==> config.mk <==
export PLATFORM = sky130hd
export DESIGN_NAME = fullwidth_fold_strip_lowercase_flat
export DESIGN_NICKNAME = d
export VERILOG_FILES = /design/src/rtl/ffsl_pkg.sv /design/src/rtl/ffsl_text_if.sv /design/src/rtl/ffsl_norm_if.sv /design/src/rtl/fullwidth_fold_strip_lowercase.sv /design/src/flat_wrapper.sv
export SDC_FILE = /design/constraint.sdc
export NUM_CORES = 1
export LEC_CHECK = 0
export BUFFER_PORTS_ARGS = -buffer_cell sky130_fd_sc_hd__buf_2
export CORE_ASPECT_RATIO = 1.4
export CORE_MARGIN = 2
export CORE_UTILIZATION = 57
export DETAILED_ROUTE_END_ITERATION = 10
export GPL_TIMING_DRIVEN = 0
export PLACE_DENSITY = 0.78
export SLEW_MARGIN = 25
export SYNTH_ARGS = -nofsm -noshare
export SYNTH_HDL_FRONTEND = slang
export SYNTH_SLANG_ARGS = --single-unit
==> constraint.sdc <==
create_clock -name clk -period 5.74 [get_ports clk]
set_input_delay 1.435 -clock clk [delete_from_list [all_inputs] [get_ports clk]]
set_output_delay 1.435 -clock clk [all_outputs]
set_load 0.02 [all_outputs]
==> src/rtl/ffsl_pkg.sv <==
// ----------------------------------------------------------------------------
// ffsl_pkg
// Types, constants and the byte filter shared by the full-width fold / strip /
// lowercase normalizer.
// ----------------------------------------------------------------------------
package ffsl_pkg;

    localparam logic [7:0]  LEAD_SPACE  = 8'hE3;
    localparam logic [7:0]  CONT_SPACE  = 8'h80;
    localparam logic [7:0]  LEAD_WIDE   = 8'hEF;
    localparam logic [15:0] WIDE_LOW    = 16'hBC81;
    localparam logic [15:0] WIDE_HIGH   = 16'hBD9E;
    localparam logic [7:0]  UPPER_A     = 8'h41;
    localparam logic [7:0]  UPPER_Z     = 8'h5A;
    localparam logic [7:0]  CASE_OFFSET = 8'h20;
    localparam logic [7:0]  WS_SPACE    = 8'h20;
    localparam logic [7:0]  WS_TAB      = 8'h09;
    localparam logic [7:0]  WS_LF       = 8'h0A;
    localparam logic [7:0]  WS_CR       = 8'h0D;

    localparam int MAX_RESULTS = 3;
    localparam int FIFO_DEPTH  = 4;
    localparam int PTR_W       = $clog2(FIFO_DEPTH);
    localparam int CNT_W       = $clog2(FIFO_DEPTH + 1);
    localparam int NRES_W      = $clog2(MAX_RESULTS + 1);

    typedef struct packed {
        logic       keep;
        logic [7:0] value;
    } cand_t;

    typedef struct packed {
        logic [7:0] out_byte;
        logic       byte_valid;
        logic       end_of_string;
    } result_t;

    function automatic cand_t filter_byte(input logic [7:0] c);
        cand_t r;
        r.keep  = !((c == WS_SPACE) || (c == WS_TAB) || (c == WS_LF) || (c == WS_CR));
        r.value = ((c >= UPPER_A) && (c <= UPPER_Z)) ? 8'(c + CASE_OFFSET) : c;
        return r;
    endfunction

endpackage

==> src/rtl/ffsl_text_if.sv <==
// ----------------------------------------------------------------------------
// ffsl_text_if
// Input byte channel: one UTF-8 byte per transfer, flag on the last byte.
// ----------------------------------------------------------------------------
interface ffsl_text_if;
    logic       valid;
    logic       ready;
    logic [7:0] in_byte;
    logic       is_last;

    modport source (output valid, output in_byte, output is_last, input ready);
    modport sink   (input valid, input in_byte, input is_last, output ready);
endinterface

==> src/rtl/ffsl_norm_if.sv <==
// ----------------------------------------------------------------------------
// ffsl_norm_if
// Result channel: one normalized byte or end marker per transfer.
// ----------------------------------------------------------------------------
interface ffsl_norm_if;
    logic       valid;
    logic       ready;
    logic [7:0] out_byte;
    logic       byte_valid;
    logic       end_of_string;

    modport source (output valid, output out_byte, output byte_valid,
                    output end_of_string, input ready);
    modport sink   (input valid, input out_byte, input byte_valid,
                    input end_of_string, output ready);
endinterface

==> src/rtl/fullwidth_fold_strip_lowercase.sv <==
// ----------------------------------------------------------------------------
// fullwidth_fold_strip_lowercase
// Streaming UTF-8 normalizer: drops ideographic space, folds full-width forms
// to ASCII, strips white space and lowers ASCII capitals.
//
// text: one non-zero byte per transfer, is_last set on the final byte.
// norm: normalized bytes; end_of_string marks the last result of a string,
//       and a string that yields nothing gives one item with byte_valid low.
// Up to two bytes are held back to see three-byte sequences; at the last
// byte the held bytes are flushed, so one input transfer makes 0 to 3
// results.
// Results are registered in a 4-entry result FIFO and offered from its head.
// Throughput: one input byte per cycle; the FIFO takes the up-to-3 results
// of a flush and accepts input while it has room for 3, so only a string
// end or a stalled receiver slows the input.
// Reset clears the held bytes and empties the FIFO. When norm stalls, results
// wait in the FIFO and text.ready drops once fewer than 3 entries are free.
// ----------------------------------------------------------------------------
module fullwidth_fold_strip_lowercase (
    input logic         clk,
    input logic         rst_n,
    ffsl_text_if.sink   text,
    ffsl_norm_if.source norm
);
    import ffsl_pkg::*;

    logic [7:0]          pend0_reg, pend0_next;
    logic [7:0]          pend1_reg, pend1_next;
    logic [1:0]          pcnt_reg, pcnt_next;
    result_t             fifo_reg [FIFO_DEPTH];
    logic [PTR_W-1:0]    wptr_reg, rptr_reg;
    logic [CNT_W-1:0]    fcnt_reg;
    logic                accept, pop;
    logic                space_seq, wide_hit;
    logic [15:0]         wide_val;
    logic [7:0]          folded, head;
    cand_t               cand [MAX_RESULTS];
    result_t             slot [MAX_RESULTS];
    logic [NRES_W-1:0]   nres, push_n;

    assign accept     = text.valid && text.ready;
    assign pop        = norm.valid && norm.ready;
    assign text.ready = (fcnt_reg <= CNT_W'(FIFO_DEPTH - MAX_RESULTS));

    assign norm.valid         = (fcnt_reg != '0);
    assign norm.out_byte      = fifo_reg[rptr_reg].out_byte;
    assign norm.byte_valid    = fifo_reg[rptr_reg].byte_valid;
    assign norm.end_of_string = fifo_reg[rptr_reg].end_of_string;

    assign space_seq = (pend0_reg == LEAD_SPACE) && (pend1_reg == CONT_SPACE)
                       && (text.in_byte == CONT_SPACE);
    assign wide_val  = {pend1_reg, text.in_byte};
    assign wide_hit  = (pend0_reg == LEAD_WIDE) && (wide_val >= WIDE_LOW)
                       && (wide_val <= WIDE_HIGH);
    assign folded    = CASE_OFFSET + {1'b0, pend1_reg[0], 6'b0}
                       + {2'b0, text.in_byte[5:0]};
    assign head      = wide_hit ? folded : pend0_reg;

    always_comb
    begin
        pend0_next = pend0_reg;
        pend1_next = pend1_reg;
        pcnt_next  = pcnt_reg;
        for (int k = 0; k < MAX_RESULTS; k++)
        begin
            cand[k] = '0;
        end
        if (accept)
        begin
            if (text.is_last)
            begin
                pend0_next = '0;
                pend1_next = '0;
                pcnt_next  = '0;
                case (pcnt_reg)
                    2'd2:
                    begin
                        if (!space_seq)
                        begin
                            cand[0] = filter_byte(head);
                        end
                        if (!space_seq && !wide_hit)
                        begin
                            cand[1] = filter_byte(pend1_reg);
                            cand[2] = filter_byte(text.in_byte);
                        end
                    end
                    2'd1:
                    begin
                        cand[0] = filter_byte(pend0_reg);
                        cand[1] = filter_byte(text.in_byte);
                    end
                    default:
                    begin
                        cand[0] = filter_byte(text.in_byte);
                    end
                endcase
            end
            else
            begin
                case (pcnt_reg)
                    2'd2:
                    begin
                        if (!space_seq)
                        begin
                            cand[0] = filter_byte(head);
                        end
                        if (space_seq || wide_hit)
                        begin
                            pend0_next = '0;
                            pend1_next = '0;
                            pcnt_next  = '0;
                        end
                        else
                        begin
                            pend0_next = pend1_reg;
                            pend1_next = text.in_byte;
                        end
                    end
                    2'd1:
                    begin
                        pend1_next = text.in_byte;
                        pcnt_next  = 2'd2;
                    end
                    default:
                    begin
                        pend0_next = text.in_byte;
                        pcnt_next  = 2'd1;
                    end
                endcase
            end
        end
    end

    // compact kept candidates into consecutive result slots
    always_comb
    begin
        nres = '0;
        for (int k = 0; k < MAX_RESULTS; k++)
        begin
            slot[k] = '0;
        end
        for (int k = 0; k < MAX_RESULTS; k++)
        begin
            if (cand[k].keep)
            begin
                slot[nres[1:0]] = '{out_byte: cand[k].value, byte_valid: 1'b1,
                                    end_of_string: 1'b0};
                nres = nres + 1'b1;
            end
        end
        if (accept && text.is_last)
        begin
            if (nres == '0)
            begin
                slot[0] = '{out_byte: 8'h00, byte_valid: 1'b0, end_of_string: 1'b1};
                nres    = NRES_W'(1);
            end
            else
            begin
                slot[2'(nres - 1'b1)].end_of_string = 1'b1;
            end
        end
        push_n = accept ? nres : '0;
    end

    always_ff @(posedge clk)
    begin
        for (int k = 0; k < MAX_RESULTS; k++)
        begin
            if (NRES_W'(k) < push_n)
            begin
                fifo_reg[PTR_W'(wptr_reg + PTR_W'(k))] <= slot[k];
            end
        end
    end

    always_ff @(posedge clk or negedge rst_n)
    begin
        if (!rst_n)
        begin
            pend0_reg <= '0;
            pend1_reg <= '0;
            pcnt_reg  <= '0;
            wptr_reg  <= '0;
            rptr_reg  <= '0;
            fcnt_reg  <= '0;
        end
        else
        begin
            pend0_reg <= pend0_next;
            pend1_reg <= pend1_next;
            pcnt_reg  <= pcnt_next;
            wptr_reg  <= PTR_W'(wptr_reg + PTR_W'(push_n));
            if (pop)
            begin
                rptr_reg <= PTR_W'(rptr_reg + 1'b1);
            end
            fcnt_reg  <= CNT_W'(fcnt_reg + CNT_W'(push_n) - CNT_W'(pop));
        end
    end

endmodule

==> src/flat_wrapper.sv <==
// flat-port wrapper written by rule: the top's interface ports become plain ports
module fullwidth_fold_strip_lowercase_flat import ffsl_pkg::*;
  (clk, rst_n, text_valid, text_in_byte, text_is_last, text_ready, norm_valid, norm_out_byte, norm_byte_valid, norm_end_of_string, norm_ready);
  ffsl_text_if text_i ();
  ffsl_norm_if norm_i ();
  input logic clk;
  input logic rst_n;
  input wire logic [$bits(text_i.valid)-1:0] text_valid;
  input wire logic [$bits(text_i.in_byte)-1:0] text_in_byte;
  input wire logic [$bits(text_i.is_last)-1:0] text_is_last;
  output wire logic [$bits(text_i.ready)-1:0] text_ready;
  output wire logic [$bits(norm_i.valid)-1:0] norm_valid;
  output wire logic [$bits(norm_i.out_byte)-1:0] norm_out_byte;
  output wire logic [$bits(norm_i.byte_valid)-1:0] norm_byte_valid;
  output wire logic [$bits(norm_i.end_of_string)-1:0] norm_end_of_string;
  input wire logic [$bits(norm_i.ready)-1:0] norm_ready;
  assign text_i.valid = text_valid;
  assign text_i.in_byte = text_in_byte;
  assign text_i.is_last = text_is_last;
  assign text_ready = text_i.ready;
  assign norm_valid = norm_i.valid;
  assign norm_out_byte = norm_i.out_byte;
  assign norm_byte_valid = norm_i.byte_valid;
  assign norm_end_of_string = norm_i.end_of_string;
  assign norm_i.ready = norm_ready;
  fullwidth_fold_strip_lowercase u_core (.clk(clk), .rst_n(rst_n), .text(text_i), .norm(norm_i));
endmodule
==> results.py <==
metrics = {
    "outcome": {
        "run_status": "finished, final reports clean",
    },
    "setup_path": {
        "critPathKind": "in -> reg",
        "timing.rr.start": "u_core.pend1_reg[5]",
        "cpMaxStageDelayCell": "sky130_fd_sc_hd__or4_4",
        "crit_path_max_fo": 10,
        "startpoint": "text_in_byte[3]",
        "worst_ep_arrival_time_ns": 5.71,
        "slowest_delay_ns": 0.51,
        "rr_worst_depth": 19,
        "worstSetupStartpointType": "input port",
        "required_ns": 5.82,
        "timing.critical_path.to_type": "flip-flop",
        "path_cells": "buf_12, and3_4, nand4_1, or4_4, a2111o_1, buf_6, a211oi_2, nor4_2, or3_4, buf_4, buf_4, inv_2, ha_4, inv_2, mux2_4, nor4_2, clkbuf_2, o21ai_0, a21oi_1, nor3_1",
    },
    "global_route": {
        "largest_net_degree_at_the_start_of_global_routing": 26,
        "grt_first_pass_wirelength_mm": 33.2,
        "grt_usage": 0.411,
        "vias_in_the_first_global_route": 6156,
        "antenna_found_initial": 0,
        "grt-ovfl-total": 0,
    },
    "finish": {
        "diodes": 0,
        "nets": 784,
        "largest_register_ff_count": 40,
        "fraction_of_layout_cells_with_a_size_suffix_above_1": 0.256,
        "post_layout_nonfiller_instances": 894,
        "flow.area_growth_from_synthesis_pct": 24.1,
    },
    "timing": {
        "fin_worst_skew_ns": 0.0135,
        "period_utilisation_layout": 0.981,
        "final_slew_violations": 0,
        "setup_repair_after_global_routing_missed_its_margin": "yes",
        "clock.fmax_ghz": 0.178,
        "timing_hold_violations_final": 0,
        "timing.max_slew.rel_slack": 0.279,
        "setup_viol": 0,
        "max_slew.worst_pin.slew_ns": 1.07,
        "layout_min_cycle_time_ns": 5.63,
    },
    "floorplanning": {
        "die_area_um2": 10800,
        "die_x_um": 88.5,
        "io_pins": 25,
        "initial_core_util": 0.579,
        "core_um2": 9850,
        "die_height_um": 122,
        "row_count": 43,
    },
    "synthesis": {
        "postSynthAreaPerCell_um2": 8.20,
        "ys_async_rst_share": 0.385,
        "synthesis.yosys.warnings": 0,
        "post_synth_main_area_contributors": "sky130_fd_sc_hd__edfxtp_1 (21%), sky130_fd_sc_hd__dfrtp_1 (11%), sky130_fd_sc_hd__nand2_1 (4.9%)",
        "post_synth_inst_count": 695,
        "post-synth-top-area-cell": "sky130_fd_sc_hd__edfxtp_1",
        "synth_seq_area_share": 0.320,
        "synth.net_count": 725,
        "synth_edf_count": 40,
        "synthMostInstantiatedCell": "sky130_fd_sc_hd__nand2_1",
        "ranking_of_synthesized_cells_by_instance_count": "sky130_fd_sc_hd__nand2_1 (74), sky130_fd_sc_hd__nor2_1 (65), sky130_fd_sc_hd__a21oi_1 (51), sky130_fd_sc_hd__o21ai_0 (51), sky130_fd_sc_hd__nor3_1 (43)",
        "synth_largest_type_area_fraction": 0.211,
        "synth.lib_cells_used.distinct": 72,
        "cell_area_after_technology_mapping_um2": 5700,
        "yosys_register_bits": 65,
        "dominantRegCellSynth": "sky130_fd_sc_hd__edfxtp_1",
    },
    "route": {
        "drc": 0,
        "drt_pass1_iterations": 8,
        "routedWlPerCell_um": 24.3,
        "vias_per_cell": 7.12,
        "routed_wirelength_mm": 21.7,
        "antenna_violating_nets_post_route": 0,
        "detailedRoute.firstIterationViolations": 737,
        "total_vias_in_the_final_route": 6361,
    },
    "power_and_ir_drop": {
        "design_power_total_mw": 2.77,
        "reported_net_switching_power_mw": 1.26,
        "power_frac_seq": 0.257,
        "leakage_nw": 2.65,
        "peakVddDrop_v": 0.000246,
        "power.density_cell_area_nw_per_um2": 392,
        "power_frac_clock": 0.204,
        "power.share.combinational": 0.539,
        "p_sw_frac": 0.456,
        "power.internal_mw": 1.51,
    },
    "clock_tree": {
        "clk_transition_reported_paths_ns": 0.06,
        "cts_tree": "built",
        "clk_path_buf_depth": 2,
        "cts.hold.buffers_added": 0,
        "clk_root_buffer_cell": "sky130_fd_sc_hd__clkbuf_16",
        "clock_tree.htree_level_count": 3,
        "clk_latency_ns": 0.35,
        "sink_count": 65,
        "clock_buffers_created_by_tritoncts": 9,
    },
    "hold_path": {
        "holdPathStages": 2,
        "hold_path.startpoint": "u_core.pcnt_reg[1]",
        "timing.hold.worst.class": "reg -> reg",
    },
    "job": {
        "cap_violations": 0,
    },
    "placement": {
        "dpl.cell_count": 850,
        "gp_routability_congestion": 1.02,
        "port_buffers": 20,
        "dp_hpwl_mm": 15.4,
    },
}
==> timing repair <==
action	CTS	global route
setup buffers	29	4
endpoints found under the setup margin	85	82
pin swaps	38	22
cloned	2	0
resized for setup	74	26
==> logic make-up after synthesis <==
family,Yosys count,synth area share
adder cells (fa/ha/maj),17,0.0399
AO/OA/AOI/OAI,217,0.259
buffers and inverters,82,0.0617
multiplexers,18,0.0566
XOR/XNOR,7,0.0108
flip-flops,65,0.320
AND/OR/NAND/NOR,289,0.252
==> cells in the final DEF (no fill, tap or decap), drive strengths merged, types with 11 or more instances in the layout <==
cell type / instances
a21oi: 51
nand3: 27
clkbuf: 46
nand2: 74
and3: 11
o21ai: 58
a211oi: 13
nor2: 65
edfxtp: 40
nor3: 43
nor4: 11
ha: 15
dfrtp: 25
inv: 26
and2: 11
buf: 68
==> final cells by class <==
type | instances | area, um^2
Multi-Input combinational cell | 548 | 3930
Fill cell | 758 | 2770
Sequential cell | 65 | 1830
Timing Repair Buffer | 55 | 445
Buffer | 50 | 317
Clock buffer | 9 | 225
Tap cell | 135 | 169
Inverter | 25 | 98.8
Clock inverter | 7 | 70.1
==> layer usage <==
layer | global-route usage | wire, um | share of wire | vias to the layer above
met5 | 0 | 0 | 0 | -
met4 | 0.349 | 2040 | 0.094 | 0
met3 | 0.0800 | 1900 | 0.088 | 166
met2 | 0.673 | 10500 | 0.49 | 512
met1 | 0.444 | 7210 | 0.33 | 2928
li1 | - | - | - | 2755
==> power groups by stage <==
stage	combinational, mW	sequential, mW	clock, mW
floorplan	0.989	0.676	0
global placement	1.30	0.710	0
detailed placement	1.33	0.714	0
CTS	1.44	0.707	0.559
global route	1.60	0.721	0.578
finish	1.50	0.711	0.566
==> worst paths after layout <==
check | to | slack (ns)
worst max-delay path | u_core.fifo_reg[1][2] | 0.11
worst min-delay path | u_core.pcnt_reg[1] | 0.65
worst max register to register | u_core.fifo_reg[1][2] | 0.49
worst min register to register | u_core.pcnt_reg[1] | 0.65
max in group asynchronous | u_core.rptr_reg[1] | 4.15
min in group asynchronous | u_core.pend1_reg[3] | 1.12
==> metrics by stage <==
step | TNS (ns) | hold WS, ns | utilization | worst slack [ns] | instance area, um^2
after CTS | -1.56 | 0.633 | 0.712 | -0.138 | 7010
after floorplan | -6.04 | 0.504 | - | -0.200 | 5890
after detailed placement | -93.96 | 0.620 | 0.625 | -1.31 | 6160
final | 0 | 0.647 | 0.719 | 0.110 | 7080
after global routing | -0.0311 | 0.663 | 0.719 | -0.0284 | 7080
after global placement | -89.53 | 0.606 | 0.625 | -1.26 | 6160
==> critical path, delay by kind of cell <==
| family | cells | cell delay [ns] |
|---|---|---|
| AND/OR/NAND/NOR | 7 | 1.72 |
| buffers and inverters | 7 | 1.10 |
| AO/OA/AOI/OAI | 4 | 0.97 |
| multiplexers | 1 | 0.31 |
| adder cells (fa/ha/maj) | 1 | 0.16 |
Note: power is estimated with default switching activity, not from simulation.
